## config.mk

```make
export PLATFORM = sky130hd
export DESIGN_NAME = ampq_cmp
export DESIGN_NICKNAME = d
export VERILOG_FILES = /design/src/sv/ampq_pkg.sv /design/src/sv/ampq_cmp.sv
export SDC_FILE = /design/constraint.sdc
export NUM_CORES = 1
export LEC_CHECK = 0
export ABC_AREA = 1
export BUFFER_PORTS_ARGS = -buffer_cell sky130_fd_sc_hd__clkbuf_2
export CAP_MARGIN = 20
export CORE_MARGIN = 2
export CORE_UTILIZATION = 47
export DETAILED_ROUTE_END_ITERATION = 7
export GPL_TIMING_DRIVEN = 0
export PLACE_DENSITY = 0.94
export SKIP_LAST_GASP = 1
export SLEW_MARGIN = 30
export SYNTH_ARGS = -nofsm -noshare
export SYNTH_HDL_FRONTEND = slang
export SYNTH_SLANG_ARGS = --single-unit
```

## constraint.sdc

```tcl
create_clock -name vclk -period 3.17
set_input_delay 0.7925 -clock vclk [all_inputs]
set_output_delay 0.7925 -clock vclk [all_outputs]
set_load 0.02 [all_outputs]
```

## src/sv/ampq_pkg.sv

```systemverilog
package ampq_pkg;

	localparam int unsigned DATA_W = 32;
	localparam int unsigned FUNC_W = 2;
	localparam int unsigned STAT_W = 2;
	localparam int unsigned FILL_W = 8;

	typedef enum logic [FUNC_W-1:0] {
		FUNC_PUSH = 2'd0,
		FUNC_POP  = 2'd1,
		FUNC_PEEK = 2'd2,
		FUNC_NOP  = 2'd3
	} func_t;

	typedef enum logic [STAT_W-1:0] {
		STAT_OK    = 2'd0,
		STAT_FULL  = 2'd1,
		STAT_EMPTY = 2'd2,
		STAT_RSVD  = 2'd3
	} status_t;

	// one queue entry as held in the store
	typedef struct packed {
		logic signed [DATA_W-1:0] data;
		logic signed [DATA_W-1:0] prio;
	} entry_t;

endpackage

```

## src/sv/ampq_cmp.sv

```systemverilog
module ampq_cmp (
	input  ampq_pkg::entry_t cand,
	input  ampq_pkg::entry_t best,
	input  logic             first,
	output logic             take
);

	// higher priority wins, then larger data; a tie keeps the earlier entry
	always_comb begin
		take = first
			|| (cand.prio > best.prio)
			|| ((cand.prio == best.prio) && (cand.data > best.data));
	end

endmodule

```

==> metrics.cfg, run 1 <==
[floorplan]
die_height_um = 65.33
ios = 130
die-area_um2 = 4268
num_rows = 22
coreArea_um2 = 3633
initial_core_util_pct = 48.66
die_x_um = 65.33

[finish]
fillCellCount = 345
multi_input_area_um2 = 1501
nFlopsAndLatches = 0
clockBufferCount = 0
layout_common_cells = clkbuf_2 (130), inv_1 (78), nand2_1 (62), ha_1 (62), a21oi_1 (31)
fin_nets = 609
fin_cells = 462
final_common_cell = clkbuf_2
final_layout_size_suffix_gt1_share_pct = 34.54
antenna_cells = 0
area_growth_pct = 41.90
seqCellArea_um2 = 0
fin_util_pct = 69.04

[power_and_ir_drop]
p_total_uw = 288.2
swShare_pct = 48.75
p_leak_nw = 1.747
seqPwrFrac_pct = 0
power_frac_comb_pct = 100.0
max-vdd-ir-drop_mv = 0.05232
p_int_uw = 147.7
p_per_area_nw_per_um2 = 114.9
p_switching_uw = 140.5
p_clk_share_pct = 0

[worst_setup_path]
cp_cell_sequence = clkbuf_2, inv_1, ha_4, nand2_2, nor2_2, nand2_2, nor4_4, nand2_2, a21oi_2, nand3_1, nand3_1, clkbuf_2
crit_required_ns = 2.38
slowest_delay_ns = 0.29
crit_arrival_ns = 2.20
slowest_stage = ha_4
path_max_fanout = 4
crit_type = input pin to primary output
cp_common_cell = nand2_2
start_kind = input pin
endpoint_kind = primary output

[detailed_routing]
ant_nets = 0
drt_iter0_drc = 27
first_pass_iters = 4
remaining_drc_errors = 0
vias = 2156
totalWireLength_mm = 4.457
avgRoutedWirePerCell_um = 9.647
via_per_inst = 4.667

[synth]
ys_warn_count = 0
syn_nets = 477
synth_area_leaders = ha_1 (45%), inv_1 (17%), nand2_1 (13%), a21oi_1 (8.8%), nor2_1 (3.0%)
ys_seq_area_share_pct = 0
yosys.area.top_type = ha_1
synth_cell_types = 20
synth_top_area_share_pct = 45.29
avgSynthCellArea_um2 = 6.225
synth_area_um2 = 1768
netlist_instances = 284

[status]
status = completed

[cts]
ctsHoldBuffers = 0
post-cts-setup-buffers = 0

[sta]
fin_hold_ws_ns = 1.914
worstMarginPinSlew_ns = 0.2407
drv_slew = 0
setup_violations = 0
fmax_mhz = 334.5
tns_ns = 0
timing.slew.headroom_pct = 83.83
rsz0062_at_grt = no
post-route-min-period_ns = 2.990
hold_viol = 0
period_share_pct = 94.32

[placed_design]
hpwl_mm = 4.313
gp_congestion = 0.6905
dp.cells = 462
io_buffers = 130

[flow_run]
maxCapViolations = 0

[min_path]
min_to = take
hold_depth = 4
hold_class = input pin to primary output
hp-start = first

[grt]
grt_pass1_vias = 2158
track_usage_pct = 21.60
grt_first_pass_wirelength_mm = 7.783
antenna_found_initial = 0
grt.overflow.total = 0
grt_max_degree = 5

[critical path: cells and delay by family]
family	cells	cell delay, ns
AND/OR/NAND/NOR	7	0.71
buffers and inverters	3	0.30
adder cells (fa/ha/maj)	1	0.29
AO/OA/AOI/OAI	1	0.11
[kinds of logic after synthesis]
| family | share of synthesized area, % |
|---|---|
| AOI/OAI and AO/OA | 13.52 |
| and+or+nand+nor | 24.42 |
| buffers and inverters | 16.77 |
| adders and majority gates | 45.29 |
[power groups by stage]
stage	clock (mW)	sequential (mW)	combinational [mW]
floorplan	0	0	0.165
global placement	0	0	0.269
detailed placement	0	0	0.285
CTS	0	0	0.287
global route	0	0	0.339
finish	0	0	0.288
[cells in the mapped netlist]
| library cell | count |
|---|---|
| nor2_2 | 1 |
| and3_1 | 1 |
| o21ai_0 | 6 |
| nor2_4 | 1 |
| nand2_2 | 3 |
| nor4_4 | 1 |
| a21o_1 | 1 |
| inv_1 | 78 |
| a21oi_1 | 31 |
| and2_1 | 1 |
| nor2_1 | 14 |
| ha_1 | 64 |
| nand3_1 | 7 |
| a21oi_2 | 1 |
| inv_2 | 1 |
| nor3_1 | 1 |
| nand4_1 | 4 |
| nand2_4 | 1 |
| nand2_1 | 62 |
| o21a_1 | 5 |
[final cells by class]
| type | instances | area share (%) |
|---|---|---|
| Inverter | 79 | 11.82 |
| Multi-Input combinational cell | 205 | 59.85 |
| Tap cell | 48 | 2.394 |
| Timing Repair Buffer | 130 | 25.94 |
[worst max path at each step]
stage / from / endpoint / slack (ns) / cells past startpoint
2_1_floorplan: best[31] / take / 0.38 / 10
3_3_place_gp: best[31] / take / 0.14 / 12
3_5_place_dp: best[31] / take / 0.1 / 12
4_1_cts: best[31] / take / 0.09 / 12
5_1_grt: best[27] / take / 0.006 / 12
6_report: best[31] / take / 0.18 / 12
[metal layers]
layer	share of wire [%]	global-route usage [%]	routed length [um]
met1	36	22.31	1625
met2	56	47.70	2486
met3	7.4	1.541	330
met4	0.36	1.042	16
met5	0	0	0
[timing repair]
action | CTS | global route
setup endpoints to repair | 0 | 1
resized for setup | 0 | 4
endpoints found under the hold margin | 0 | 0
[metrics by stage]
step | area [um2] | worst slack [ns]
after floorplan | 1768 | 0.3764
after global placement | 2479 | 0.1359
after detailed placement | 2479 | 0.09519
after CTS | 2479 | 0.09236
after global routing | 2509 | 0.005860
final | 2509 | 0.1801
Note: power is estimated with default switching activity, not from simulation.
==> inputs of run 2 (changes only) <==
Settings changed: CELL_PAD_IN_SITES_DETAIL_PLACEMENT set to 2, CELL_PAD_IN_SITES_GLOBAL_PLACEMENT set to 2, CORE_UTILIZATION 47 to 21, PLACE_DENSITY 0.94 to 0.92.
==> metrics.cfg, run 2 (synthesis gave the netlist of run 1 again) <==
[status]
status = completed

[detailed_routing]
drt_iter0_drc = 12  ; -56%
first_pass_iters = 2  ; -2
wl_met3_um = 434  ; +32%
vias = 2296  ; +6.5%
dr.max_layer_used = met4
remaining_drc_errors = 0  ; unchanged
wirelength_met1_mm = 2.159  ; +33%
wl_met2_mm = 4.033  ; +62%
totalWireLength_mm = 6.672  ; +50%
avgRoutedWirePerCell_um = 12.81  ; +33%
via_per_inst = 4.407  ; -5.6%
ant_nets = 0  ; unchanged

[power_and_ir_drop]
power_frac_comb_pct = 100.0  ; about the same
max-vdd-ir-drop_mv = 0.03744  ; -28%
p_switching_uw = 164.1  ; +17%
p_leak_nw = 1.775  ; +1.6%
p_per_area_nw_per_um2 = 120.8  ; +5.1%
p_total_uw = 333.4  ; +16%
swShare_pct = 49.21  ; +0.46 points
p_int_uw = 169.3  ; +15%
p_clk_share_pct = 0  ; unchanged
seqPwrFrac_pct = 0  ; unchanged

[finish]
nFlopsAndLatches = 0  ; unchanged
fillCellCount = 998  ; +190%
final_layout_size_suffix_gt1_share_pct = 40.14  ; +5.6 points
design_area_um2 = 2760  ; +10%
area_growth_pct = 56.12
fin_nets = 611  ; +0.33%
layout_common_cells = clkbuf_2 (124), inv_1 (70), nand2_1 (59)
final_common_cell = clkbuf_2
antenna_cells = 0  ; unchanged
clockBufferCount = 0  ; unchanged
seqCellArea_um2 = 0  ; unchanged

[floorplan]
coreArea_um2 = 8175  ; +130%
die_height_um = 95.76  ; +47%
die-area_um2 = 9169  ; +110%
num_rows = 33  ; +50%
die_x_um = 95.76  ; +47%
ios = 130  ; unchanged
initial_core_util_pct = 21.63  ; -27 points

[worst_setup_path]
endpoint_kind = primary output
start_kind = input pin
crit_required_ns = 2.38  ; about the same
crit_type = input pin to primary output
crit_arrival_ns = 2.25  ; +0.05 ns
path_max_fanout = 4  ; unchanged

[sta]
worstMarginPinSlew_ns = 0.2467  ; +0.006012 ns
fmax_mhz = 328.2  ; -1.9%
period_share_pct = 96.13  ; +1.8 points
post-route-min-period_ns = 3.047  ; +0.05740 ns
fin_hold_ws_ns = 1.876  ; -0.03841 ns
fin_ws_ns = 0.1227  ; -0.05740 ns
drv_slew = 0  ; unchanged
hold_viol = 0  ; unchanged
setup_violations = 0  ; unchanged
tns_ns = 0  ; unchanged
timing.slew.headroom_pct = 83.43  ; -0.40 points

[placed_design]
place_ws_ns = 0.03646  ; -0.05874 ns
placed_area_um2 = 2550  ; +2.9%
io_buffers = 130  ; unchanged
hpwl_mm = 6.284  ; +46%
gp_congestion = 0.7186  ; +4.1%

[grt]
grt_max_degree = 5  ; unchanged
grt.overflow.total = 0  ; unchanged
track_usage_pct = 14.02  ; -7.6 points
antenna_found_initial = 0  ; unchanged
grt_pass1_vias = 2626  ; +22%
grt_first_pass_wirelength_mm = 10.53  ; +35%

[min_path]
hold_class = input pin to primary output

[flow_run]
maxCapViolations = 0  ; unchanged

run 2: changes by cell type in the layout (fill, tap and decap cells not counted), sizes merged:
cell and change:
buf +8, clkbuf -6
run 2: critical path: stages:
cell     delay, ns
buf_6         0.07
inv_2         0.04
ha_4          0.29
nand2_4       0.06
nor2_4        0.09
nand2_2       0.08
nor4_4        0.31
nand2_1       0.12
nand2_1       0.07
nand2_1       0.05
nand3_2       0.06
nand3_2       0.07
buf_6         0.13
run 2: layer usage:
metal | vias to the layer above | GRT usage (%)
met2 | 70 | 31.64
met3 | 4 | 1.958
li1 | 1164 | -
met5 | - | 0
met1 | 1058 | 13.18
met4 | 0 | 1.310
run 2: through the flow:
stage | cells | utilization [%]
after global routing | 521 | 33.76
after detailed placement | 519 | 31.19
final | 521 | 33.76
after floorplan | 284 | -
after global placement | 519 | 31.19
after CTS | 519 | 31.19
run 2: repair_timing:
item / CTS / global route
setup endpoints to repair: 0 / 1
buffers inserted: 0 / 2
resized for setup: 0 / 39
hold buffers: 0 / 0
run 2: worst paths after layout:
check	start	to	slack (ns)	depth (start not counted)
setup / recovery	best[31]	take	0.12	13
hold / removal	first	take	1.88	4
run 2: cell type report:
| type | instances | area, um2 | share of cell area (%) |
|---|---|---|---|
| multi-input combinational | 205 | 1629 | 59.02 |
| timing repair buffer | 132 | 703.2 | 25.48 |
| inverter | 79 | 296.5 | 10.74 |
| tap | 105 | 131.4 | 4.760 |
run 2: power groups by stage:
stage                     registers [mW]  logic [mW]  clock network (mW)
after floorplan                        0       0.165                   0
after global placement                 0       0.276                   0
after detailed placement               0       0.302                   0
after CTS                              0       0.304                   0
after global routing                   0       0.393                   0
final                                  0       0.333                   0
